--- config.mk ---
export PLATFORM = sky130hd
export DESIGN_NAME = dhglcd_ctrl
export DESIGN_NICKNAME = d
export VERILOG_FILES = /design/src/design/dhglcd_pkg.sv /design/src/design/dhglcd_ctrl.sv
export SDC_FILE = /design/constraint.sdc
export NUM_CORES = 1
export LEC_CHECK = 0
export BUFFER_PORTS_ARGS = -buffer_cell sky130_fd_sc_hd__buf_2
export CAP_MARGIN = 10
export CORE_AREA = 2 2 39 41
export DETAILED_ROUTE_END_ITERATION = 8
export DIE_AREA = 0 0 41 43
export GPL_TIMING_DRIVEN = 0
export PLACE_DENSITY_LB_ADDON = 0.05
export SLEW_MARGIN = 20
export SYNTH_ARGS = -nofsm -noshare
export SYNTH_HDL_FRONTEND = slang
export SYNTH_SLANG_ARGS = --single-unit
--- constraint.sdc ---
create_clock -name clk -period 1.5 [get_ports clk]
set_input_delay 0.075 -clock clk [delete_from_list [all_inputs] [get_ports clk]]
set_output_delay 0.075 -clock clk [all_outputs]
set_load 0.1 [all_outputs]
--- src/design/dhglcd_pkg.sv ---
package dhglcd_pkg;

    // fixed geometry of one display half
    localparam int HALF_COLUMNS = 64;
    localparam int COL_W        = 6;
    localparam int PAGE_W       = 3;
    localparam int LINE_W       = 6;

    // command byte ranges, each constant is the first code of its range
    localparam logic [7:0] CMD_DISPLAY_BASE = 8'd62;
    localparam logic [7:0] CMD_COLUMN_BASE  = 8'd64;
    localparam logic [7:0] CMD_UNUSED_BASE  = 8'd128;
    localparam logic [7:0] CMD_PAGE_BASE    = 8'd184;
    localparam logic [7:0] CMD_START_BASE   = 8'd192;

    // access direction
    localparam logic MODE_WRITE = 1'b0;
    localparam logic MODE_READ  = 1'b1;

    // one bus access
    typedef struct packed {
        logic       mode;
        logic       reset_low;
        logic       select_one;
        logic       select_two;
        logic       is_data;
        logic [7:0] write_byte;
    } dhglcd_in_t;

    // result of one bus access
    typedef struct packed {
        logic [7:0]        read_byte;
        logic              bus_driven;
        logic              dropped;
        logic              display_enabled;
        logic [LINE_W-1:0] first_line;
    } dhglcd_out_t;

    // controller to datapath
    typedef struct packed {
        logic clear;
        logic capture;
        logic finish;
    } dhglcd_cmd_t;

    // datapath to controller
    typedef struct packed {
        logic clear_last;
    } dhglcd_status_t;

endpackage

--- src/design/dhglcd_ctrl.sv ---
module dhglcd_ctrl (
    input  logic                    clk,
    input  logic                    rst_n,
    input  logic                    in_valid,
    output logic                    in_stall,
    output logic                    out_valid,
    input  logic                    out_stall,
    output dhglcd_pkg::dhglcd_cmd_t cmd,
    input  dhglcd_pkg::dhglcd_status_t status
);

    import dhglcd_pkg::*;

    typedef enum logic [1:0] {
        ST_CLEAR,
        ST_IDLE,
        ST_EXEC
    } state_t;

    state_t state_reg;
    state_t state_next;
    logic   out_valid_reg;
    logic   out_valid_next;
    logic   can_finish;

    // output register is free when empty or being taken this cycle
    assign can_finish = !out_valid_reg || !out_stall;

    always_comb
    begin
        state_next     = state_reg;
        out_valid_next = out_valid_reg;
        cmd            = '0;
        if (out_valid_reg && !out_stall)
        begin
            out_valid_next = 1'b0;
        end
        unique case (state_reg)
            ST_CLEAR:
            begin
                cmd.clear = 1'b1;
                if (status.clear_last)
                begin
                    state_next = ST_IDLE;
                end
            end
            ST_IDLE:
            begin
                if (in_valid)
                begin
                    cmd.capture = 1'b1;
                    state_next  = ST_EXEC;
                end
            end
            ST_EXEC:
            begin
                if (can_finish)
                begin
                    cmd.finish     = 1'b1;
                    out_valid_next = 1'b1;
                    state_next     = ST_IDLE;
                end
            end
            default:
            begin
                state_next = ST_IDLE;
            end
        endcase
    end

    always_ff @(posedge clk or negedge rst_n)
    begin
        if (!rst_n)
        begin
            state_reg     <= ST_CLEAR;
            out_valid_reg <= 1'b0;
        end
        else
        begin
            state_reg     <= state_next;
            out_valid_reg <= out_valid_next;
        end
    end

    assign in_stall  = (state_reg != ST_IDLE);
    assign out_valid = out_valid_reg;

endmodule

==> results of run 1 <==
[routing by layer]
layer	track usage	part of all wire	vias to the layer above
met5	0	0	-
met4	0.0400	0	0
met3	0.0524	0.11	0
met2	0.0625	0.43	9
met1	0.0645	0.47	61
li1	-	-	79
[tightest hold or removal path, stage by stage]
cell     delay, ns
buf_2         0.12
nand2_1       0.05
nand2_1       0.06
[cells by family (layout without fill, tap and decap cells)]
group,Yosys count,in the layout
AOI/OAI and AO/OA,1,1
DFF,3,3
buffers and inverters,0,14
and+or+nand+nor,10,10
[stage by stage]
step                       util  std cells  hold slack [ns]  instance area (µm²)
final                     0.191         44            0.111                  264
after CTS                 0.191         44            0.105                  264
after floorplan               -         14           -0.221                  160
after global routing      0.191         44            0.124                  264
after global placement    0.163         39           -0.129                  225
after detailed placement  0.163         39           -0.127                  225
[repair_timing]
action,CTS,global route
setup buffers,0,0
gates resized for setup,1,0
setup endpoints to repair,1,0
hold buffers,1,0
hold endpoints to repair,3,0
[area by class of cell]
cell class | instances | area (µm²)
flip-flops and latches | 3 | 76.3
multi-input cells | 11 | 83.8
fillers | 161 | 1120
repair buffers | 10 | 57.6
well taps | 16 | 20.0
clock buffers | 4 | 26.3
[final timing paths]
check / startpoint / end / slack (ns) / cells after the start
max in group asynchronous: rst_n / out_valid$_DFF_PN0_ / 1.21 / 2
setup reg to reg: state_reg[0]$_DFFE_PN0P_ / state_reg[1]$_DFFE_PN0P_ / 0.49 / 2
setup / recovery: state_reg[1]$_DFFE_PN0P_ / cmd[0] / 0.08 / 3
min in group asynchronous: rst_n / out_valid$_DFF_PN0_ / 0.17 / 2
hold reg to reg: out_valid$_DFF_PN0_ / out_valid$_DFF_PN0_ / 0.56 / 2
hold / removal: out_stall / out_valid$_DFF_PN0_ / 0.11 / 3
[synth_stat cells]
| master | number |
|---|---|
| or2b_1 | 1 |
| or2_1 | 1 |
| nor3_1 | 2 |
| and4b_2 | 1 |
| nand2_1 | 2 |
| dfrtp_1 | 3 |
| nor2_1 | 1 |
| a21oi_1 | 1 |
| or2b_2 | 1 |
| and3b_1 | 1 |
==> qor.yml, run 1 <==
synth_top_area_frac: 0.522
hp-class: "in2reg"
synth_area_leaders: "dfrtp_1 (52%), and4b_2 (7.8%), nor3_1 (7.0%)"
synth_fa_ha_area_frac: 0
cp_max_fo: 6
critPathTopFamily: "flip-flops"
gp_congestion: 0.609
synth_fp_nets: 19
syn-cell-area_um2: 144
largest_reg_flops: 2
grt_max_degree: 7
final_max_slew_viol_count: 0
ioPinCount: 10
synth_top_family_by_area: "simple AND/OR/NAND/NOR gates"
synth-seq-cells: 3
synth_cell_types: 10
die_x_um: 41
slew_headroom: 0.676
first_global_vias: 160
layout_commonest_cell: "buf_2"
cp_slowest_cell: "dfrtp_1"
synth-seq-area-share: 0.522
finalWorstSetupSlack_ns: 0.0776
ant_nets: 0
crit_arrival_ns: 1.35
synth_compound_area_frac: 0.0348
cts_buffer_depth: 2
crit_type: "reg2out"
tightest_slew_ns: 0.489
overflow: 0
fin_crit_sh: 0.948
routed_wl_um: 400
clk-insertion-delay-late_ns: 0.23
cts.sinks: 3
htreeDepth: 1
rsz0062_at_grt: "false"
muxShareOfSynthArea: 0
setup_tns_ns: 0
drv_cap: 0
num_rows: 14
die-area_mm2: 0.00176
yosysWarnings: 0
hold_viol: 0
num_vias: 149
initial_core_util: 0.104
drt_iter0_drc: 2
path_clk_slew_ns: 0.04
synth_top_area_cell: "dfrtp_1"
drcViolationCount: 0
antenna_found_initial: 0
crit_chain: "or2b_1, a21oi_4, buf_4"
required_ns: 1.42
synth_simple_gate_area_frac: 0.443
drive_above_1_share: 0.643
synth-xor-area-share: 0
wl_per_cell_um: 9.09
antenna_cells: 0
portBuffers: 9
die_h_um: 43
firstDrtPassIters: 2
cts_tree: "built"
nets: 34
cp_slowest_stage_delay_ns: 0.42
end_kind: "output pin"
cts-root-buf: "clkbuf_4"
fin_worst_skew_ns: 0.00128
track_usage: 0.0563
routed_via_density: 3.39
status: "finished, final reports clean"
final_cell_mix: "buf_2 (8), clkbuf_4 (3), nand2_1 (2), nor3_1 (2), dfrtp_1 (2)"
max_freq_ghz: 0.703
core_area_mm2: 0.00138
syn-mean-instance-area_um2: 10.3
cts_buffers: 3
cp-start-kind: "flip-flop"
grt_pass1_wl_um: 593
critPathBufInv: 1
synthToLayoutAreaGrowth_pct: 83.5
dpl_worst_slack_ns: 0.171
fin_crit_ns: 1.42
netlist_instances: 14
setup_viol: 0
Power of run 1 is not shown: default switching activity piles up to over one toggle a cycle in this logic, so the estimate is an artifact.
==> inputs of run 2 (changes only) <==
--- a/config.mk
+++ b/config.mk
@@ -12,6 +12,7 @@
 export DIE_AREA = 0 0 41 43
 export GPL_TIMING_DRIVEN = 0
 export PLACE_DENSITY_LB_ADDON = 0.05
+export RECOVER_POWER = 25
 export SLEW_MARGIN = 20
 export SYNTH_ARGS = -nofsm -noshare
 export SYNTH_HDL_FRONTEND = slang
==> constraint.sdc (replaced) <==
create_clock -name clk -period 1.75 [get_ports clk]
set_input_delay 0.0875 -clock clk [delete_from_list [all_inputs] [get_ports clk]]
set_output_delay 0.0875 -clock clk [all_outputs]
set_load 0.1 [all_outputs]
==> run 2 against run 1 <==
  * Die area stayed put
  * Sequential cell count stayed put
  * Core utilization is 0.45 points lower
==> qor.yml, run 2 (synthesized netlist as in run 1, its figures left out) <==
status: "finished, final reports clean"  # unchanged
track_usage: 0.0574  # was 0.0563
htreeDepth: 1  # unchanged
fin_util: 0.186  # was 0.191
cts_buffers: 3  # unchanged
cts_setup_buffers: 0  # unchanged
drive_above_1_share: 0.536  # was 0.643
max_freq_ghz: 0.640
antenna_found_initial: 0  # unchanged
cts.sinks: 3  # unchanged
cts_buffer_depth: 2  # unchanged
crit_arrival_ns: 1.48  # was 1.35 ns
final_cell_area_um2: 258  # was 264 µm²
fin_crit_sh: 0.893
synthToLayoutAreaGrowth_pct: 79.1  # was 83.5%
crit_type: "reg2out"  # unchanged
grt_pass1_wl_um: 593  # unchanged
overflow: 0  # unchanged
tightest_slew_ns: 0.485  # was 0.489 ns
largest_reg_flops: 2  # unchanged
final_max_slew_viol_count: 0  # unchanged
required_ns: 1.66  # was 1.42 ns
cp_slowest_cell: "buf_2"  # was dfrtp_1
ant_nets: 0  # unchanged
cts_resized: 0  # was 1
drcViolationCount: 0  # unchanged
hold_viol: 0  # unchanged
crit_chain: "or2b_1, a21oi_4, buf_2"  # was or2b_1, a21oi_4, buf_4
layout_commonest_cell: "buf_2"  # unchanged
ioPinCount: 10  # unchanged
nFillCells: 168  # was 161
firstDrtPassIters: 1  # was 2
wl_per_cell_um: 8.52  # was 9.09 µm
drt_iter0_drc: 0  # was 2
nets: 34  # unchanged
final_cell_count_no_fill: 44  # unchanged
final_cell_mix: "buf_2 (8), clkbuf_4 (3), dfrtp_1 (3)"  # was buf_2 (8), clkbuf_4 (3), nand2_1 (2), nor3_1 (2), dfrtp_1 (2)
placed_area_um2: 223  # was 225 µm²
rsz0062_at_grt: "false"  # unchanged
post-dp-hpwl_um: 302
grt_max_degree: 7  # unchanged
portBuffers: 9  # unchanged
num_rows: 14  # unchanged
core_area_mm2: 0.00138  # unchanged
hp-class: "in2reg"  # unchanged
cts-root-buf: "clkbuf_4"  # unchanged
end_kind: "output pin"  # unchanged
routed_via_density: 3.23  # was 3.39
die_x_um: 41  # unchanged
routed_wl_um: 375  # was 400 µm
drv_cap: 0  # unchanged
clk-insertion-delay-late_ns: 0.23  # about the same
multi_input_area_um2: 82.6  # was 83.8 µm²
fin_crit_ns: 1.56
cts_hold_buffers: 1  # unchanged
regArea_um2: 75.1  # was 76.3 µm²
initial_core_util: 0.104  # unchanged
cp_max_fo: 6  # unchanged
placed_cells: 39  # unchanged
die-area_mm2: 0.00176  # unchanged
die_h_um: 43  # unchanged
setup_tns_ns: 0  # unchanged
antenna_cells: 0  # unchanged
slew_headroom: 0.679  # was 0.676
cp-start-kind: "flip-flop"  # unchanged
cp_slowest_stage_delay_ns: 0.43  # was 0.42 ns
path_clk_slew_ns: 0.04  # about the same
setup_viol: 0  # unchanged
num_vias: 142  # was 149
cts_tree: "built"  # unchanged
gp_congestion: 0.596  # was 0.609
fin_worst_skew_ns: 0.00279  # was 0.00128 ns
first_global_vias: 149  # was 160
[run 2: worst paths after layout]
| kind | start | slack, ns | cells after the start | to |
|---|---|---|---|---|
| worst min register to register | out_valid$_DFF_PN0_ | 0.58 | 2 | out_valid$_DFF_PN0_ |
| worst max-delay path | state_reg[0]$_DFFE_PN0P_ | 0.19 | 3 | cmd[0] |
| worst min-delay path | out_stall | 0.12 | 3 | out_valid$_DFF_PN0_ |
| worst max register to register | out_valid$_DFF_PN0_ | 0.74 | 2 | state_reg[1]$_DFFE_PN0P_ |
| min in group asynchronous | rst_n | 0.20 | 2 | out_valid$_DFF_PN0_ |
| max in group asynchronous | rst_n | 1.39 | 2 | state_reg[1]$_DFFE_PN0P_ |
[run 2: area by class of cell]
type,instances,share of cell area
multi-input combinational,11,0.320
sequential,3,0.291
timing repair buffer,10,0.209
clock buffer,4,0.102
tap,16,0.0777
[run 2: metrics by stage]
stage	worst slack (ns)	hold WS (ns)
2_1_floorplan	0.168	-0.208
3_3_place_gp	0.423	-0.112
3_5_place_dp	0.413	-0.113
4_1_cts	0.165	0.118
5_1_grt	0.106	0.137
6_report	0.187	0.125
[run 2: routing by layer]
metal / wire, µm / track usage / vias up / part of all wire
met5: 0 / 0 / - / 0
met3: 31 / 0.0628 / 0 / 0.083
li1: - / - / 76 / -
met4: 0 / 0.0400 / 0 / 0
met1: 168 / 0.0584 / 62 / 0.45
met2: 175 / 0.0656 / 4 / 0.47
[run 2: critical path, delay by kind of cell, from the launching register on]
kind            cells  cell delay (ns)
simple gates        1             0.29
compound gates      1             0.11
buf+inv             1             0.43
flops               1             0.42
Power of run 2 is left out for the same reason.
